File: src/rtl/core/mpi_pkg.sv
package mpi_pkg;

   // field widths of one segment entry and of the time base
   localparam int DUR_W  = 32;
   localparam int POS_W  = 48;
   localparam int VEL_W  = 32;
   localparam int ACC_W  = 32;
   localparam int TIME_W = 40;
   localparam int ENTRY_W = DUR_W + POS_W + VEL_W + ACC_W;

   // request kinds
   localparam logic [1:0] CMD_LOAD   = 2'd0;
   localparam logic [1:0] CMD_START  = 2'd1;
   localparam logic [1:0] CMD_TICK   = 2'd2;
   localparam logic [1:0] CMD_UNUSED = 2'd3;

   // register indexes on the csr port
   localparam logic [1:0] REG_TIME_STEP = 2'd0;
   localparam logic [1:0] REG_X_COUNT   = 2'd1;
   localparam logic [1:0] REG_Z_COUNT   = 2'd2;

   // datapath operations issued by the controller
   typedef enum logic [4:0] {
      DP_IDLE,
      DP_DECODE,
      DP_WRITE,
      DP_SUM_CLR,
      DP_SUM_RD,
      DP_SUM_ACC,
      DP_XADV,
      DP_XRD,
      DP_XADD,
      DP_ZADV,
      DP_ZRD,
      DP_ZADD,
      DP_EV_RD,
      DP_EV_START,
      DP_EV_D,
      DP_EV_M1,
      DP_EV_M2,
      DP_EV_M3,
      DP_EV_M4,
      DP_EV_M5,
      DP_EV_RES,
      DP_FINISH
   } dp_step_type;

   typedef struct packed {
      dp_step_type step;
      logic        sel;       // axis under evaluation: 0 x, 1 z
   } ctrl_cmd_type;

   typedef struct packed {
      logic       req_new;    // request taken at this edge
      logic [1:0] cmd;
      logic       run_active;
      logic       adv_x;
      logic       x_last;
      logic       adv_z;
      logic       sum_last;
      logic       out_free;
   } dp_status_type;

endpackage

File: src/rtl/core/mpi_ctrl.sv
module mpi_ctrl
   import mpi_pkg::*;
(
   input  logic          clock,
   input  logic          reset,
   input  dp_status_type sts,
   output ctrl_cmd_type  cmd
);

   typedef enum logic [4:0] {
      S_IDLE, S_DECODE, S_WRITE,
      S_SUM_CLR, S_SUM_RD, S_SUM_ACC,
      S_XADV, S_XRD, S_XADD, S_ZADV, S_ZRD, S_ZADD,
      S_EV_RD, S_EV_START, S_EV_D,
      S_EV_M1, S_EV_M2, S_EV_M3, S_EV_M4, S_EV_M5, S_EV_RES,
      S_FINISH
   } state_type;

   state_type state_ff;
   logic      sel_ff;

   // sequencing of load, start and tick requests
   always_ff @(posedge clock) begin
      if (reset) begin
         state_ff <= S_IDLE;
         sel_ff   <= 1'b0;
      end else begin
         unique case (state_ff)
            S_IDLE: begin
               if (sts.req_new) begin
                  state_ff <= S_DECODE;
               end
            end
            S_DECODE: begin
               priority if (sts.cmd == CMD_LOAD) begin
                  state_ff <= S_WRITE;
               end else if (sts.cmd == CMD_START) begin
                  state_ff <= S_SUM_CLR;
               end else if (sts.cmd == CMD_TICK && sts.run_active) begin
                  state_ff <= S_XADV;
               end else begin
                  state_ff <= S_IDLE;
               end
            end
            S_WRITE:    state_ff <= S_IDLE;
            S_SUM_CLR:  state_ff <= S_SUM_RD;
            S_SUM_RD:   state_ff <= S_SUM_ACC;
            S_SUM_ACC:  state_ff <= sts.sum_last ? S_IDLE : S_SUM_RD;
            S_XADV: begin
               priority if (sts.adv_x && !sts.x_last) begin
                  state_ff <= S_XRD;
               end else if (sts.adv_x) begin
                  state_ff <= S_XADV;
               end else begin
                  state_ff <= S_ZADV;
               end
            end
            S_XRD:      state_ff <= S_XADD;
            S_XADD:     state_ff <= S_XADV;
            S_ZADV: begin
               if (sts.adv_z) begin
                  state_ff <= S_ZRD;
               end else begin
                  state_ff <= S_EV_RD;
                  sel_ff   <= 1'b0;
               end
            end
            S_ZRD:      state_ff <= S_ZADD;
            S_ZADD:     state_ff <= S_ZADV;
            S_EV_RD:    state_ff <= S_EV_START;
            S_EV_START: state_ff <= S_EV_D;
            S_EV_D:     state_ff <= S_EV_M1;
            S_EV_M1:    state_ff <= S_EV_M2;
            S_EV_M2:    state_ff <= S_EV_M3;
            S_EV_M3:    state_ff <= S_EV_M4;
            S_EV_M4:    state_ff <= S_EV_M5;
            S_EV_M5:    state_ff <= S_EV_RES;
            S_EV_RES: begin
               if (sel_ff) begin
                  state_ff <= S_FINISH;
               end else begin
                  state_ff <= S_EV_RD;
                  sel_ff   <= 1'b1;
               end
            end
            S_FINISH: begin
               if (sts.out_free) begin
                  state_ff <= S_IDLE;
               end
            end
            default:    state_ff <= S_IDLE;
         endcase
      end
   end

   // datapath operation for each state
   always_comb begin
      cmd.sel = sel_ff;
      unique case (state_ff)
         S_IDLE:     cmd.step = DP_IDLE;
         S_DECODE:   cmd.step = DP_DECODE;
         S_WRITE:    cmd.step = DP_WRITE;
         S_SUM_CLR:  cmd.step = DP_SUM_CLR;
         S_SUM_RD:   cmd.step = DP_SUM_RD;
         S_SUM_ACC:  cmd.step = DP_SUM_ACC;
         S_XADV:     cmd.step = DP_XADV;
         S_XRD:      cmd.step = DP_XRD;
         S_XADD:     cmd.step = DP_XADD;
         S_ZADV:     cmd.step = DP_ZADV;
         S_ZRD:      cmd.step = DP_ZRD;
         S_ZADD:     cmd.step = DP_ZADD;
         S_EV_RD:    cmd.step = DP_EV_RD;
         S_EV_START: cmd.step = DP_EV_START;
         S_EV_D:     cmd.step = DP_EV_D;
         S_EV_M1:    cmd.step = DP_EV_M1;
         S_EV_M2:    cmd.step = DP_EV_M2;
         S_EV_M3:    cmd.step = DP_EV_M3;
         S_EV_M4:    cmd.step = DP_EV_M4;
         S_EV_M5:    cmd.step = DP_EV_M5;
         S_EV_RES:   cmd.step = DP_EV_RES;
         S_FINISH:   cmd.step = DP_FINISH;
         default:    cmd.step = DP_IDLE;
      endcase
   end

endmodule

File: config.mk
export PLATFORM = sky130hd
export DESIGN_NAME = mpi_ctrl
export DESIGN_NICKNAME = d
export VERILOG_FILES = /design/src/rtl/core/mpi_pkg.sv /design/src/rtl/core/mpi_ctrl.sv
export SDC_FILE = /design/constraint.sdc
export NUM_CORES = 1
export LEC_CHECK = 0
export ABC_AREA = 1
export BUFFER_PORTS_ARGS = -buffer_cell sky130_fd_sc_hd__buf_2
export CELL_PAD_IN_SITES_DETAIL_PLACEMENT = 1
export CELL_PAD_IN_SITES_GLOBAL_PLACEMENT = 2
export CORE_MARGIN = 5
export CORE_UTILIZATION = 28
export DETAILED_ROUTE_END_ITERATION = 10
export MAX_ROUTING_LAYER = met4
export PLACE_DENSITY_LB_ADDON = 0.1
export SLEW_MARGIN = 0
export SYNTH_ARGS = -nofsm -noshare
export SYNTH_HDL_FRONTEND = slang
export SYNTH_SLANG_ARGS = --single-unit
File: constraint.sdc
create_clock -name clock -period 3.2 [get_ports clock]
set_input_delay 0.16 -clock clock [delete_from_list [all_inputs] [get_ports clock]]
set_output_delay 0.16 -clock clock [all_outputs]
set_load 0.1 [all_outputs]
=== After elaboration in Yosys (flattened, before gate mapping) ===
Memories as Yosys holds them, arrays and structs flattened. A register that Yosys moved wholly into a read port is not among the register bits.
Cells that the tools add are included.

* Register bits after elaboration: 6
* Memory bits (read-only): 160
* Bits of input ports: 11
* Word-level logic and storage cells: 51
* Memories kept: 1

{| class="wikitable"
|+ Memory list
! name !! words !! bits a word !! rd ports !! clocked after memory_dff !! write ports !! line !! text
|-
| (name not given) || 32 || 5 || 1 || 1 || 0 || mpi_ctrl.sv:99 || <nowiki>unique case (state_ff)</nowiki>
|}

* Equality and inequality tests: 25
* Mux-type cells: 15
* Reduce and logical (&&, ||, !) cells: 8

{| class="wikitable"
|+ Operators by type and width
! operator !! number
|-
| $pmux W5 S21 || 1
|-
| $eq A5 B4 Y1 const B || 8
|-
| $eq A5 B5 Y1 const B || 6
|-
| $mux W5 || 5
|-
| $eq A5 B3 Y1 const B || 4
|-
| $mux W3 || 5
|-
| $mux W4 || 2
|-
| $ne A2 B2 Y1 const B || 3
|-
| $eq A5 B1 Y1 const B || 1
|-
| $eq A5 B2 Y1 const B || 1
|-
| $logic_not A5 Y1 || 1
|-
| $reduce_and A2 Y1 || 2
|-
| $eq A2 B1 Y1 const B || 1
|-
| $eq A2 B2 Y1 const B || 1
|-
| $logic_and A1 B1 Y1 || 2
|-
| $logic_not A2 Y1 || 1
|-
| $pmux W1 S2 || 1
|-
| $reduce_bool A2 Y1 || 1
|-
| $logic_not A1 Y1 || 1
|-
| $mux W1 || 1
|}

=== Longest topological paths before layout ===
* Depth after elaboration: 8
* Mapped depth: 10
* Depth with buffers taken out: 10

=== Worst setup path before layout ===
No wires, ideal clock.

* Kind: register to register
* Start point: register state_ff[0]
* End point: register cmd[3] (netlist name)
* Arrival time: 1.045 ns
* Data required time: 3.089 ns
* Setup slack: 2.044 ns
* Cell stages (with the launch flop): 10
* Path buffers: 0
* Period minus slack after synthesis: 1.156 ns
* Cells stage by stage: dfxtp_1 > nor2_2 > nand3_1 > nand2_1 > nor2_1 > nand2_1 > nor2_1 > nand3_1 > nand2_1 > inv_1

* Word-level cells in the longest chain between the ends: 5
* Elaborated cells on any way between the ends: 27
* Classes of those cells: eq/ne: 22; mux: 3; reduce/logical: 2

{| class="wikitable"
|+ RTL lines
! element !! line !! text
|-
| start: declaration || mpi_ctrl.sv:19 || <nowiki>state_type state_ff;</nowiki>
|-
| start signal: assignment || mpi_ctrl.sv:48 || <nowiki>S_SUM_ACC: state_ff <= sts.sum_last ? S_IDLE : S_SUM_RD;</nowiki>
|-
| branches (longest 3 deep; another with $pmux W5 S21) || n/a ||
|-
| $mux W5 (no line) (*) (2 in series) || n/a ||
|}

Mark *: on every way between the ends.
A chain may end at the register's enable or synchronous reset.

=== Worst setup path after layout ===
* Start point: register state_ff[4]
* End point: register state_ff[1]

* Word-level cells in the longest chain between the ends: 3
* Elaborated cells on any way between the ends: 25
* Classes of those cells: eq/ne: 22; mux: 1; reduce/logical: 2

{| class="wikitable"
|+ RTL lines
! element
|-
| branches (longest 3 deep; another with $pmux W5 S21)
|}

Several ways; the timed one is not identified.

==> summary.md <==
| Metric | Value |
|---|---|
| Tcrit/Tclk final | 0.488 |
| Cells on Worst Hold Path | 2 |
| Largest net degree at the start of global routing | 13 |
| Total gr overflow | 0 |
| Cell Area, Placed | 820 um2 |
| Post-Synth Simple-Gate Area | 0.473 |
| Die X | 60.7 um |
| # diodes | 0 |
| Initial Util | 0.290 |
| #FFs+latches synth | 11 |
| VDD IR max | 0.213 mV |
| Fmax | 640 MHz |
| Final core occ | 0.341 |
| Post-CTS Hold Fix Bufs | 0 |
| CTS Buffer Depth | 2 |
| CTS tree | yes |
| Post-synthesis mux area share | 0 |
| Worst skew pair latency | 0.26 ns |
| CP required | 3.34 ns |
| DR vias | 775 |
| Tightest Hold Check Type | in -> reg |
| Core Rows | 18 |
| Post-route insts no fill | 161 |
| Switching Fraction | 0.359 |
| Area of the mapped netlist | 719 um2 |
| Clock power frac | 0.285 |
| Max-slew violation count | 0 |
| Filler Cell Count | 349 |
| Setup CP Type | reg -> reg |
| WL/cell | 12.6 um |
| Max cap viols | 0 |
| Sequential Power Share | 0.451 |
| Synth-to-Final Area Change | 17.6% |
| Die H | 60.7 um |
| Initial antenna violation count | 0 |
| Nets@finish | 143 |
| Worst Skew | 0.00499 ns |
| # Post-CTS Setup Buffers | 0 |
| Final setup violation count | 0 |
| I/O Buffers | 16 |
| Post-layout minimum cycle time | 1.56 ns |
| Sequential fraction of the synthesis area | 0.306 |
| End of the worst hold path | cmd[2] |
| Syn. warnings | 0 |
| Drc violations | 0 |
| Num CTS Buffers | 3 |
| Finished Cell Area | 846 um2 |
| Commonest non-fill, non-tap cell in the layout | nand2_1 |
| Internal power | 215 uW |
| Worst Tran Pin Value | 0.508 ns |
| IO Pins | 17 |
| First-pass GRT wire length | 3530 um |
| CTS clk-pin slew, worst paths | 0.08 ns |
| Drt via density | 4.81 |
| Main combinational cell family by area after synthesis | simple AND/OR/NAND/NOR gates |
| FF-to-FF path depth | 7 |
| Syn_area_per_cell | 6.31 um2 |
| Leading cell types in the layout, fill and taps excluded | nand2_1, nor2_1, buf_2, inv_1, nand3_1 |
| DIE AREA | 0.00368 mm2 |
| Cells after synthesis | 114 |
| Placed Cells | 157 |
| Post_cts resized | 0 |
| Area leader, netlist | dfxtp_1 |
| Lkg Pwr | 0.000448 uW |
| Post-Synth Adder-Cell Area | 0 |
| Core Footprint | 0.00248 mm2 |
| Compound-Gate Fraction of Synth Area | 0.0922 |
| Critical path arrival | 1.70 ns |
| Synth top area cells | dfxtp_1, nand3_1, nand2_1, nor2_1, inv_1 |
| Final GP Congestion | 0.795 |
| GRT Resource Usage Total | 0.135 |
| Crit. End Element | flop |
| TritonCTS Sinks | 11 |
| FF-to-FF Start | state_ff[4] |
| Post-route ant nets | 0 |
| Yosys cell types | 23 |
| Hold_sp | reset |
| Hold Vio Cnt, Final | 0 |
| Sw power | 121 uW |
| TritonRoute pass-1 iters | 4 |
| Vias in the first global route | 760 |
| Comb power frac | 0.264 |
| Startpoint types | flop |
| HPWL after DPL | 1730 um |
| R2R setup slack | 1.64 ns |
| Total wire length | 2020 um |
| Max Fanout on Critical Path | 12 |
| Total negative setup slack | 0 ns |
| CTS Root Cell | clkbuf_4 |
| Worst R2R End | state_ff[1] |
| Slew headroom | 0.661 |
| Status | completed |
| Post-Syn Nets | 125 |
| Pwr/cell area | 397 mW/mm2 |
| RSZ-0062 raised after global routing | false |
| Initial DRC count | 18 |
| Synth top area share | 0.306 |
| # H-tree levels | 1 |
| Layout cell share with drive strength beyond 1 | 0.290 |
| Synth Area in XOR/XNOR | 0 |
## how the worst max path moves through the flow
stage,end,cells past startpoint,startpoint
finish,state_ff[1],7,state_ff[4]
global route,state_ff[2],9,state_ff[4]
CTS,state_ff[1],7,state_ff[4]
detailed placement,state_ff[1],7,state_ff[4]
global placement,state_ff[1],7,state_ff[4]
floorplan,cmd[3],9,state_ff[0]
## per-stage QoR
step                worst slack (ns)  hold slack [ns]  total power, uW
CTS                             1.62            0.168              343
finish                          1.64            0.182              336
global placement                1.63            0.450              244
floorplan                       2.04            0.360              222
global route                    1.47            0.180              359
detailed placement              1.63            0.461              244
## routing by layer
metal	global-route usage	vias up	wire (um)
met1	0.171	363	948
li1	-	398	-
met4	0.0557	0	19
met2	0.209	12	977
met3	0.0277	2	77
met5	-	-	0
## worst max-delay path, cell delays in order, from the launching register on
cell,delay (ns)
dfxtp_1,0.64
inv_1,0.19
nand3_1,0.17
inv_1,0.07
nand2_1,0.06
nand2_1,0.05
nor2_1,0.14
a31oi_1,0.12
## cells in the mapped netlist, drive strengths merged
library cell  number
buf                2
o22ai              1
inv               20
a41oi              2
nand2             21
dfxtp             11
clkbuf             1
or2                1
nor3               4
nand3             15
a31oi              2
o21ai              4
nand4              2
nor2              26
a21oi              2
## cell type report
class,instances,area (um2),area share
inverters,20,75.1,0.0888
flip-flops and latches,11,220,0.260
well taps,30,37.5,0.0444
clock buffers,4,26.3,0.0311
multi-input cells,80,407,0.481
repair buffers,16,80.1,0.0947
## sequential cells by signal (all words and copies together), names as in the netlist
signal	flops
cmd	5
state_ff	5
sel_ff	1
## cell families after synthesis
family                 after synthesis
DFF                                 11
and+or+nand+nor                     69
buffers and inverters               23
AOI/OAI and AO/OA                   11
## power by group through the flow
stage	Clock (uW)	Combinational, uW	Sequential (uW)
6_report	95.8	88.7	151
4_1_cts	101	89.6	152
3_5_place_dp	0	89.3	155
3_3_place_gp	0	89.2	155
2_1_floorplan	0	42.2	180
5_1_grt	108	98.1	153
(Power assumes the default switching activity.)
